`config.mk`:
```
export PLATFORM = sky130hd
export DESIGN_NAME = escape_delta_position_encoder_flat
export DESIGN_NICKNAME = d
export VERILOG_FILES = /design/src/design/edpe_pkg.sv /design/src/design/edpe_in_if.sv /design/src/design/edpe_out_if.sv /design/src/design/edpe_group_unit.sv /design/src/design/escape_delta_position_encoder.sv /design/src/flat_wrapper.sv
export SDC_FILE = /design/constraint.sdc
export NUM_CORES = 1
export LEC_CHECK = 0
export BUFFER_PORTS_ARGS = -buffer_cell sky130_fd_sc_hd__clkbuf_2
export CAP_MARGIN = 25
export CORE_UTILIZATION = 63
export CTS_CLUSTER_DIAMETER = 100
export DETAILED_ROUTE_END_ITERATION = 7
export GPL_TIMING_DRIVEN = 1
export PLACE_DENSITY = 0.88
export SLEW_MARGIN = 40
export SYNTH_ARGS = -nofsm -noshare
export SYNTH_HDL_FRONTEND = slang
export SYNTH_HIERARCHICAL = 1
export SYNTH_SLANG_ARGS = --single-unit
```
`constraint.sdc`:
```
create_clock -name clk -period 7.55 [get_ports clk]
set_input_delay 0.755 -clock clk [delete_from_list [all_inputs] [get_ports clk]]
set_output_delay 0.755 -clock clk [all_outputs]
set_load 0.02 [all_outputs]
```
`src/design/edpe_pkg.sv`:
```
// ----------------------------------------------------------------------------
// edpe_pkg
// Shared types, constants and the escape group width table of the
// escape-delta position encoder.
// ----------------------------------------------------------------------------
package edpe_pkg;

    localparam int unsigned POS_W     = 8;
    localparam int unsigned WIDTH_W   = 4;
    localparam int unsigned BITS_W    = 16;
    localparam int unsigned ENTRY_W   = 8;
    localparam int unsigned STEP_W    = 4;
    localparam int unsigned GROUP_COUNT = 12;

    localparam logic [POS_W-1:0]   POS_START = {POS_W{1'b1}};
    localparam logic [ENTRY_W-1:0] ENTRY_MAX = {ENTRY_W{1'b1}};
    localparam logic [BITS_W-1:0]  BITS_MAX  = {BITS_W{1'b1}};

    // Result of one pass of the shared group unit.
    typedef struct packed {
        logic [POS_W-1:0]   value;
        logic [WIDTH_W-1:0] width;
        logic               last;
        logic [POS_W-1:0]   gap_rem;
        logic [BITS_W-1:0]  bits;
    } group_res_t;

    // Width of each escape group in a run.
    function automatic logic [WIDTH_W-1:0] group_width(input logic [STEP_W-1:0] step);
        logic [WIDTH_W-1:0] w;
        case (step)
            4'd0, 4'd1, 4'd2, 4'd3, 4'd4, 4'd5: w = 4'd1;
            4'd6, 4'd7, 4'd8:                   w = 4'd2;
            4'd9:                               w = 4'd3;
            4'd10:                              w = 4'd4;
            4'd11:                              w = 4'd8;
            default:                            w = 4'd8;
        endcase
        return w;
    endfunction

    // Largest value a group of the given step can carry, 2^w - 1.
    function automatic logic [POS_W-1:0] group_limit(input logic [STEP_W-1:0] step);
        logic [POS_W-1:0] lim;
        case (step)
            4'd0, 4'd1, 4'd2, 4'd3, 4'd4, 4'd5: lim = 8'd1;
            4'd6, 4'd7, 4'd8:                   lim = 8'd3;
            4'd9:                               lim = 8'd7;
            4'd10:                              lim = 8'd15;
            4'd11:                              lim = 8'd255;
            default:                            lim = 8'd255;
        endcase
        return lim;
    endfunction

endpackage

```
`src/design/edpe_in_if.sv`:
```
// ----------------------------------------------------------------------------
// edpe_in_if
// Valid/ready channel carrying one pixel position word.
// ----------------------------------------------------------------------------
interface edpe_in_if;
    logic                      valid;
    logic                      ready;
    logic [edpe_pkg::POS_W-1:0] position;
    logic                      restart;

    modport source (output valid, output position, output restart, input ready);
    modport sink   (input valid, input position, input restart, output ready);
endinterface

```
`src/design/edpe_out_if.sv`:
```
// ----------------------------------------------------------------------------
// edpe_out_if
// Valid/ready channel carrying one escape group word.
// ----------------------------------------------------------------------------
interface edpe_out_if;
    logic                          valid;
    logic                          ready;
    logic [edpe_pkg::POS_W-1:0]    code_value;
    logic [edpe_pkg::WIDTH_W-1:0]  code_width;
    logic                          last_group;
    logic [edpe_pkg::BITS_W-1:0]   total_bits;
    logic [edpe_pkg::ENTRY_W-1:0]  entries_coded;

    modport source (output valid, output code_value, output code_width,
                    output last_group, output total_bits, output entries_coded,
                    input ready);
    modport sink   (input valid, input code_value, input code_width,
                    input last_group, input total_bits, input entries_coded,
                    output ready);
endinterface

```
`src/design/edpe_group_unit.sv`:
```
// ----------------------------------------------------------------------------
// edpe_group_unit
// Compare, subtract and saturating bit count for one escape group.
// ----------------------------------------------------------------------------
module edpe_group_unit (
    input  logic [edpe_pkg::STEP_W-1:0] step,
    input  logic [edpe_pkg::POS_W-1:0]  gap,
    input  logic [edpe_pkg::BITS_W-1:0] bits,
    output edpe_pkg::group_res_t        res
);

    logic [edpe_pkg::POS_W-1:0]  limit;
    logic [edpe_pkg::BITS_W:0]   bits_sum;

    always_comb
    begin
        limit    = edpe_pkg::group_limit(step);
        res.width = edpe_pkg::group_width(step);
        bits_sum = {1'b0, bits} + {{(edpe_pkg::BITS_W+1-edpe_pkg::WIDTH_W){1'b0}}, res.width};
        res.bits = bits_sum[edpe_pkg::BITS_W] ? edpe_pkg::BITS_MAX
                                              : bits_sum[edpe_pkg::BITS_W-1:0];
        if (gap <= limit)
        begin
            res.value   = gap;
            res.last    = 1'b1;
            res.gap_rem = '0;
        end
        else
        begin
            res.value   = '0;
            res.last    = 1'b0;
            res.gap_rem = gap - limit;
        end
    end

endmodule

```
`src/design/escape_delta_position_encoder.sv`:
```
// ----------------------------------------------------------------------------
// escape_delta_position_encoder
// Codes the gap between successive lit-pixel positions as a run of escape
// groups of widths 1,1,1,1,1,1,2,2,2,3,4,8.
// ----------------------------------------------------------------------------
//
//  Channel      Role   Word
//  position_ch  sink   position (8), restart (1)
//  code_ch      source code_value (8), code_width (4), last_group (1),
//                      total_bits (16), entries_coded (8)
//
// A position word is taken while the sequencer is idle. A gap that needs
// N groups (1 to 12) then keeps the block busy, one group a cycle through
// the single shared group unit whenever the output register can take it;
// a zero gap yields no word and leaves the sequencer idle.
// Reset sets the previous position to 255 and clears both counters.
// When code_ch stalls, the held group word stays in the output register and
// the sequencer waits; a new position may be taken once the final group of
// the run has been loaded, even if that group has not yet been taken.
module escape_delta_position_encoder (
    input  logic               clk,
    input  logic               rst_n,
    edpe_in_if.sink            position_ch,
    edpe_out_if.source         code_ch
);

    typedef enum logic [1:0] {
        ST_IDLE = 2'b01,
        ST_RUN  = 2'b10
    } state_t;

    state_t                        state_reg, state_next;
    logic [edpe_pkg::POS_W-1:0]    prev_reg, prev_next;
    logic [edpe_pkg::BITS_W-1:0]   bits_reg, bits_next;
    logic [edpe_pkg::ENTRY_W-1:0]  entry_reg, entry_next;
    logic [edpe_pkg::STEP_W-1:0]   step_reg, step_next;
    logic [edpe_pkg::POS_W-1:0]    gap_reg, gap_next;

    // Output register.
    logic                          ovalid_reg, ovalid_next;
    logic [edpe_pkg::POS_W-1:0]    ovalue_reg, ovalue_next;
    logic [edpe_pkg::WIDTH_W-1:0]  owidth_reg, owidth_next;
    logic                          olast_reg, olast_next;
    logic [edpe_pkg::BITS_W-1:0]   obits_reg, obits_next;
    logic [edpe_pkg::ENTRY_W-1:0]  oentry_reg, oentry_next;

    edpe_pkg::group_res_t          group_res;
    logic                          in_take;
    logic                          out_free;
    logic [edpe_pkg::POS_W-1:0]    prev_base;
    logic [edpe_pkg::ENTRY_W-1:0]  entry_base;
    logic [edpe_pkg::POS_W-1:0]    gap_new;

    edpe_group_unit u_group (
        .step (step_reg),
        .gap  (gap_reg),
        .bits (bits_reg),
        .res  (group_res)
    );

    assign position_ch.ready = (state_reg == ST_IDLE);
    assign in_take  = position_ch.valid && position_ch.ready;
    assign out_free = !ovalid_reg || code_ch.ready;

    assign code_ch.valid         = ovalid_reg;
    assign code_ch.code_value    = ovalue_reg;
    assign code_ch.code_width    = owidth_reg;
    assign code_ch.last_group    = olast_reg;
    assign code_ch.total_bits    = obits_reg;
    assign code_ch.entries_coded = oentry_reg;

    // A restart acts before the gap is formed.
    assign prev_base  = position_ch.restart ? edpe_pkg::POS_START : prev_reg;
    assign entry_base = position_ch.restart ? '0 : entry_reg;
    assign gap_new    = position_ch.position - prev_base;

    always_comb
    begin
        state_next  = state_reg;
        prev_next   = prev_reg;
        bits_next   = bits_reg;
        entry_next  = entry_reg;
        step_next   = step_reg;
        gap_next    = gap_reg;
        ovalid_next = ovalid_reg;
        ovalue_next = ovalue_reg;
        owidth_next = owidth_reg;
        olast_next  = olast_reg;
        obits_next  = obits_reg;
        oentry_next = oentry_reg;

        if (ovalid_reg && code_ch.ready)
        begin
            ovalid_next = 1'b0;
        end

        case (state_reg)
            ST_IDLE:
            begin
                if (in_take)
                begin
                    prev_next  = position_ch.position;
                    entry_next = (entry_base == edpe_pkg::ENTRY_MAX) ? entry_base
                                                                     : entry_base + 1'b1;
                    if (position_ch.restart)
                    begin
                        bits_next = '0;
                    end
                    gap_next  = gap_new;
                    step_next = '0;
                    if (gap_new != '0)
                    begin
                        state_next = ST_RUN;
                    end
                end
            end
            ST_RUN:
            begin
                // One group per cycle whenever the output register can take it.
                if (out_free)
                begin
                    ovalid_next = 1'b1;
                    ovalue_next = group_res.value;
                    owidth_next = group_res.width;
                    olast_next  = group_res.last;
                    obits_next  = group_res.bits;
                    oentry_next = entry_reg;
                    bits_next   = group_res.bits;
                    gap_next    = group_res.gap_rem;
                    step_next   = step_reg + 1'b1;
                    if (group_res.last)
                    begin
                        state_next = ST_IDLE;
                    end
                end
            end
            default:
            begin
                state_next = ST_IDLE;
            end
        endcase
    end

    always_ff @(posedge clk or negedge rst_n)
    begin
        if (!rst_n)
        begin
            state_reg  <= ST_IDLE;
            prev_reg   <= edpe_pkg::POS_START;
            bits_reg   <= '0;
            entry_reg  <= '0;
            step_reg   <= '0;
            gap_reg    <= '0;
            ovalid_reg <= 1'b0;
        end
        else
        begin
            state_reg  <= state_next;
            prev_reg   <= prev_next;
            bits_reg   <= bits_next;
            entry_reg  <= entry_next;
            step_reg   <= step_next;
            gap_reg    <= gap_next;
            ovalid_reg <= ovalid_next;
        end
    end

    always_ff @(posedge clk)
    begin
        ovalue_reg <= ovalue_next;
        owidth_reg <= owidth_next;
        olast_reg  <= olast_next;
        obits_reg  <= obits_next;
        oentry_reg <= oentry_next;
    end

endmodule
```
`src/flat_wrapper.sv`:
```
// flat-port wrapper written by rule: the top's interface ports become plain ports
module escape_delta_position_encoder_flat 
  (clk, rst_n, position_ch_valid, position_ch_position, position_ch_restart, position_ch_ready, code_ch_valid, code_ch_code_value, code_ch_code_width, code_ch_last_group, code_ch_total_bits, code_ch_entries_coded, code_ch_ready);
  edpe_in_if position_ch_i ();
  edpe_out_if code_ch_i ();
  input  logic clk;
  input  logic rst_n;
  input wire logic [$bits(position_ch_i.valid)-1:0] position_ch_valid;
  input wire logic [$bits(position_ch_i.position)-1:0] position_ch_position;
  input wire logic [$bits(position_ch_i.restart)-1:0] position_ch_restart;
  output wire logic [$bits(position_ch_i.ready)-1:0] position_ch_ready;
  output wire logic [$bits(code_ch_i.valid)-1:0] code_ch_valid;
  output wire logic [$bits(code_ch_i.code_value)-1:0] code_ch_code_value;
  output wire logic [$bits(code_ch_i.code_width)-1:0] code_ch_code_width;
  output wire logic [$bits(code_ch_i.last_group)-1:0] code_ch_last_group;
  output wire logic [$bits(code_ch_i.total_bits)-1:0] code_ch_total_bits;
  output wire logic [$bits(code_ch_i.entries_coded)-1:0] code_ch_entries_coded;
  input wire logic [$bits(code_ch_i.ready)-1:0] code_ch_ready;
  assign position_ch_i.valid = position_ch_valid;
  assign position_ch_i.position = position_ch_position;
  assign position_ch_i.restart = position_ch_restart;
  assign position_ch_ready = position_ch_i.ready;
  assign code_ch_valid = code_ch_i.valid;
  assign code_ch_code_value = code_ch_i.code_value;
  assign code_ch_code_width = code_ch_i.code_width;
  assign code_ch_last_group = code_ch_i.last_group;
  assign code_ch_total_bits = code_ch_i.total_bits;
  assign code_ch_entries_coded = code_ch_i.entries_coded;
  assign code_ch_i.ready = code_ch_ready;
  escape_delta_position_encoder u_core (.clk(clk), .rst_n(rst_n), .position_ch(position_ch_i), .code_ch(code_ch_i));
endmodule
```
==> results.ini, run 1 <==
[timing]
post-route-min-period_ps = 3320
whs_ps = 461
timing.final.ws_setup_ps = 4230
finalCritPeriodShare = 0.440
setup_viol = 0
drv_slew = 0
grt_setup_unrepaired = false
hold_violations = 0
maxSlewHeadroom = 0.518
max_slew.worst_pin.slew_ps = 723
max_freq_ghz = 0.301
fin_setup_tns_ps = 0
finalClockSkew_ps = 9.58

[logic_synthesis]
ys_top_cells_by_area = edfxtp_1 (25%), dfrtp_1 (21%), ha_1 (5.8%), dfstp_2 (5.2%), nand2_1 (4.3%)
synth_top_area_share = 0.246
synth_cells = 424
synth_top_flop_cell = dfrtp_1
async_reset_ff_frac = 0.560
synth_area_leader_cell = edfxtp_1
netlist_area_mm2 = 0.00452
synth.yosys.warnings = 6
avgSynthCellArea_um2 = 10.7
yosysSeqAreaShare = 0.508
ys_types = 60
synth-edff-count = 37
syn_nets = 461
ys_ff_latch = 84

[layout]
final_common_cell = nand2_1
area_delta_synth_final_pct = 10.3
design_area_mm2 = 0.00499
final_cell_mix = nand2_1 (52), clkbuf_2 (51), nor2_1 (39)
drive_above_1_share = 0.211
stdcell_count = 574
diodes = 0
finalNetCount = 510

[floorplanning]
die_width_um = 86.7
rows = 30
core_mm2 = 0.00687
dieHeight_um = 86.7
ioPinCount = 52
initial_core_util = 0.658
die_area_mm2 = 0.00752

[global_routing]
antenna_found_initial = 0
grt_max_degree = 60
overflow = 0
track_usage = 0.243
grt_pass1_vias = 3136
grt_pass1_wl_um = 14000

[detailed_routing]
drt-wirelength-per-cell_um = 14.8
dr.pass1.iters = 5
antenna_left = 0
dr_total_vias = 3337
route.detailed.drc = 0
routed_via_density = 5.81
wl_um = 8490
drtIter0Drc = 233

[cts]
h-tree-depth = 3
clockRootBuffer = clkbuf_8
cts_tree = done
max-clock-path-buffers = 2
cts_sinks = 84
cts-hold-fix-buffers = 0
post-cts-setup-buffers = 0
cts.clk_slew.worst_paths_ps = 80
cts_buffers = 9
cts_resized = 0
clk_latency_ps = 350

[worst_setup_path]
required_ps = 7840
worstPathArrival_ps = 3610
endpoint_kind = flop
start_kind = flop
critPathMaxFanout = 13
critical_path_class = reg2reg

[placement]
place_ws_ps = 4390
dp_hpwl_um = 5830
gp_congestion = 0.862
dp_cells = 558
place_area_mm2 = 0.00481
portBuffers = 51

[power_and_ir_drop]
p_int_mw = 1.01
ir_drop_v = 0.000270
pwr-share-seq = 0.420
clkPwrFrac = 0.174
swShare = 0.393
p_sw_mw = 0.651
power_density_mw_per_mm2 = 332
p_leak_nw = 2.23
p_comb_frac = 0.407

[hold_path]
hold_path_class = reg2reg

[run_status]
outcome = complete, no violations

[flow_run]
maxCapViolCount = 0

-- area by class of cell --
cell class	count	area (um2)
flip-flops and latches	84	2300
multi-input cells	311	2070
fillers	500	1880
repair buffers	53	270
clock buffers	9	124
well taps	96	120
clock inverters	7	52.6
inverters	14	52.6
-- cell usage after synthesis (all sizes together) (2+ instances only) --
| cell type | number |
|---|---|
| a211oi | 3 |
| a21o | 3 |
| dfstp | 9 |
| o21a | 2 |
| nor3b | 3 |
| o31ai | 2 |
| and2 | 12 |
| clkbuf | 3 |
| nand3 | 9 |
| a31oi | 4 |
| o211a | 2 |
| and2b | 4 |
| and3 | 7 |
| a21boi | 2 |
| nor2 | 40 |
| nand4 | 5 |
| xor2 | 5 |
| a22o | 18 |
| a21oi | 24 |
| nor3 | 4 |
| nor2b | 8 |
| fa | 3 |
| or2 | 4 |
| xnor2 | 13 |
| inv | 14 |
| o21ai | 27 |
| o22ai | 4 |
| and3b | 2 |
| o22a | 2 |
| buf | 12 |
| dfrtp | 38 |
| edfxtp | 37 |
| nand2 | 52 |
| mux2i | 4 |
| nand2b | 6 |
| ha | 21 |
| mux2 | 7 |
-- worst paths after layout --
path	startpoint	endpoint	slack, ps	cells past startpoint
worst max-delay path	u_core/step_reg[2]	u_core/bits_reg[3]	4230	12
worst min-delay path	u_core/prev_reg[2]	u_core/prev_reg[2]	460	2
worst max register to register	u_core/step_reg[2]	u_core/bits_reg[3]	4230	12
worst min register to register	u_core/prev_reg[2]	u_core/prev_reg[2]	460	2
max in group asynchronous	rst_n	u_core/entry_reg[4]	6650	2
min in group asynchronous	rst_n	u_core/bits_reg[6]	480	2
-- per-layer routing --
layer | global-route usage | part of all wire | vias to the layer above
li1 | - | - | 1622
met1 | 0.318 | 0.45 | 1582
met2 | 0.390 | 0.48 | 116
met3 | 0.0400 | 0.045 | 17
met4 | 0.132 | 0.020 | 0
met5 | 0 | 0 | -
-- power by group through the flow --
| stage | Sequential [mW] | Combinational, mW | Clock (mW) |
|---|---|---|---|
| 3_3_place_gp | 0.699 | 0.637 | 0 |
| 2_1_floorplan | 0.731 | 0.496 | 0 |
| 5_1_grt | 0.711 | 0.756 | 0.310 |
| 6_report | 0.696 | 0.674 | 0.288 |
| 4_1_cts | 0.696 | 0.668 | 0.291 |
| 3_5_place_dp | 0.704 | 0.663 | 0 |
-- cell families after synthesis --
family          synth area share
buf+inv                   0.0340
flops                      0.508
simple gates               0.175
xor+xnor                  0.0349
mux                       0.0263
compound gates             0.151
fa+ha+maj                 0.0714
-- per-stage QoR --
step,utilization,total power [mW]
finish,0.726,1.66
detailed placement,0.701,1.37
global route,0.726,1.78
CTS,0.726,1.66
floorplan,-,1.23
global placement,0.701,1.34
-- critical path, stage by stage, from the launching register on --
cell and delay [ps]:
dfrtp_1 490, inv_1 90, a21boi_0 100, o22ai_1 250, ha_1 250, inv_1 70, fa_1 390, nor2b_1 200
o21ai_1 170, a21oi_2 310, nand3_1 460, o21ai_0 310, a22o_1 190
Power figures use the tool's default switching activity.
==> run 2: changes to the inputs <==
- CORE_UTILIZATION: 63 -> 53
- PLACE_DENSITY: 0.88 -> 0.79
- clock period: 7.55 -> 3.01 ns (I/O delays scaled with it)
==> results.ini, run 2 (synthesis results as in run 1) <==
[placement]
dp_hpwl_um = 6250  ; +7.3%
portBuffers = 51  ; unchanged
gp_congestion = 0.931  ; +8.0%
dp_cells = 573  ; +2.7%
place_area_mm2 = 0.00487  ; +1.2%
place_ws_ps = 86.6  ; -4300 ps

[layout]
finalNetCount = 518  ; +1.6%
drive_above_1_share = 0.233  ; +0.0212
fillCellCount = 669  ; +34%
stdcell_count = 591  ; +3.0%
final_common_cell = nand2_1
multiInputGateArea_mm2 = 0.00209  ; +0.72%
diodes = 0  ; unchanged
final_util = 0.627  ; -0.0995
design_area_mm2 = 0.00515  ; +3.2%
area_delta_synth_final_pct = 13.9
register_area_mm2 = 0.00230  ; about the same
final_cell_mix = nand2_1 (52), clkbuf_2 (51), nor2_1 (39)

[timing]
timing.final.ws_setup_ps = 213  ; -4020 ps
finalCritPeriodShare = 0.929  ; +0.489
max_freq_ghz = 0.358  ; +19%
maxSlewHeadroom = 0.570  ; +0.0519
drv_slew = 0  ; unchanged
fin_setup_tns_ps = 0  ; unchanged
hold_violations = 0  ; unchanged
finalClockSkew_ps = 11.1  ; +1.50 ps
max_slew.worst_pin.slew_ps = 644  ; -79.4 ps
setup_viol = 0  ; unchanged
post-route-min-period_ps = 2800  ; -523 ps
grt_setup_unrepaired = false
whs_ps = 131  ; -331 ps

[global_routing]
antenna_found_initial = 0  ; unchanged
grt_max_degree = 30  ; -50%
track_usage = 0.210  ; -0.0333
overflow = 0  ; unchanged
grt_pass1_wl_um = 14300  ; +2.3%
grt_pass1_vias = 3111  ; -0.80%

[worst_setup_path]
slowest_stage = dfrtp_2
start_kind = flop
cp_num_buf_inv = 3  ; +1
crit_path_frequent_cell = inv_1
critPathMaxFanout = 13  ; unchanged
required_ps = 3310  ; -4530 ps
endpoint_kind = flop
cp_slowest_stage_delay_ps = 470  ; -20 ps
worstPathArrival_ps = 3100  ; -510 ps
path_cells = inv_1 > a21boi_0 > o22ai_1 > ha_2 > inv_1 > fa_1 > nor2b_1 > o21ai_2 > a21oi_4 > nand3_1 > buf_4 > o21ai_0 > a22o_1
path_delay_family = compound AO/OA/AOI/OAI gates
critical_path_class = reg2reg

[floorplanning]
die_area_mm2 = 0.00890  ; +18%
ioPinCount = 52  ; unchanged
die_width_um = 94.4  ; +8.8%
core_mm2 = 0.00822  ; +20%
dieHeight_um = 94.4  ; +8.8%
rows = 33  ; +10%
initial_core_util = 0.550  ; -0.108

[detailed_routing]
dr_total_vias = 3291  ; -1.4%
drt-wirelength-per-cell_um = 14.5  ; -1.8%
drtIter0Drc = 92  ; -61%
dr.pass1.iters = 4  ; -1
wl_um = 8580  ; +1.1%
route.detailed.drc = 0  ; unchanged
antenna_left = 0  ; unchanged
routed_via_density = 5.57  ; -4.2%

[cts]
max-clock-path-buffers = 2  ; unchanged
cts.clk_slew.worst_paths_ps = 90  ; about the same
h-tree-depth = 3  ; unchanged
cts_sinks = 84  ; unchanged
cts_tree = done
cts_buffers = 9  ; unchanged
clockRootBuffer = clkbuf_8
clk_latency_ps = 360  ; about the same

[power_and_ir_drop]
power_density_mw_per_mm2 = 863  ; +160%
ir_drop_v = 0.000528  ; +96%
finalPower_mw = 4.44  ; +170%
p_leak_nw = 2.31  ; +3.4%

[hold_path]
hold_path_class = in2reg

[flow_run]
maxCapViolCount = 0  ; unchanged

[run_status]
outcome = complete, no violations

-- run 2: where the power goes --
part | internal, mW | leakage, nW | switching (mW)
Combinational | 0.701 | 1.25 | 1.03
Sequential | 1.56 | 0.939 | 0.178
Clock | 0.557 | 0.120 | 0.422
-- run 2: path summary, 6_finish.rpt --
kind,slack [ps],from,depth (start not counted),endpoint
worst max-delay path,210,u_core/step_reg[2],13,u_core/bits_reg[2]
worst max register to register,210,u_core/step_reg[2],13,u_core/bits_reg[2]
min in group asynchronous,500,rst_n,2,u_core/bits_reg[15]
worst min register to register,460,u_core/prev_reg[4],2,u_core/prev_reg[4]
max in group asynchronous,1780,rst_n,3,u_core/prev_reg[1]
worst min-delay path,130,position_ch_position[4],3,u_core/prev_reg[4]
-- run 2: repair_timing --
action / 4_1_cts / 5_1_grt
hold endpoints to repair: 19 / 0
hold buffers: 1 / 0
setup endpoints to repair: 0 / 31
gates resized for setup: 0 / 6
buffers inserted: 0 / 1
-- run 2: worst reg2reg max path, stage by stage, from the launching register on --
cell	delay [ps]
dfrtp_2	470
inv_1	70
a21boi_0	90
o22ai_1	260
ha_2	280
inv_1	60
fa_1	370
nor2b_1	190
o21ai_2	130
a21oi_4	200
nand3_1	100
buf_4	200
o21ai_0	150
a22o_1	200
-- run 2: cell type report --
| cell class | instances | area share |
|---|---|---|
| well taps | 105 | 0.0255 |
| multi-input cells | 311 | 0.405 |
| clock buffers | 9 | 0.0241 |
| flip-flops and latches | 84 | 0.447 |
| inverters | 14 | 0.0102 |
| clock inverters | 7 | 0.0241 |
| repair buffers | 61 | 0.0646 |
-- run 2: routing by layer --
| layer | global-route usage | up-vias | share of wire |
|---|---|---|---|
| met1 | 0.272 | 1578 | 0.46 |
| met4 | 0.0615 | 0 | 0.0061 |
| met5 | 0 | - | 0 |
| li1 | - | 1634 | - |
| met3 | 0.0491 | 8 | 0.037 |
| met2 | 0.350 | 71 | 0.49 |
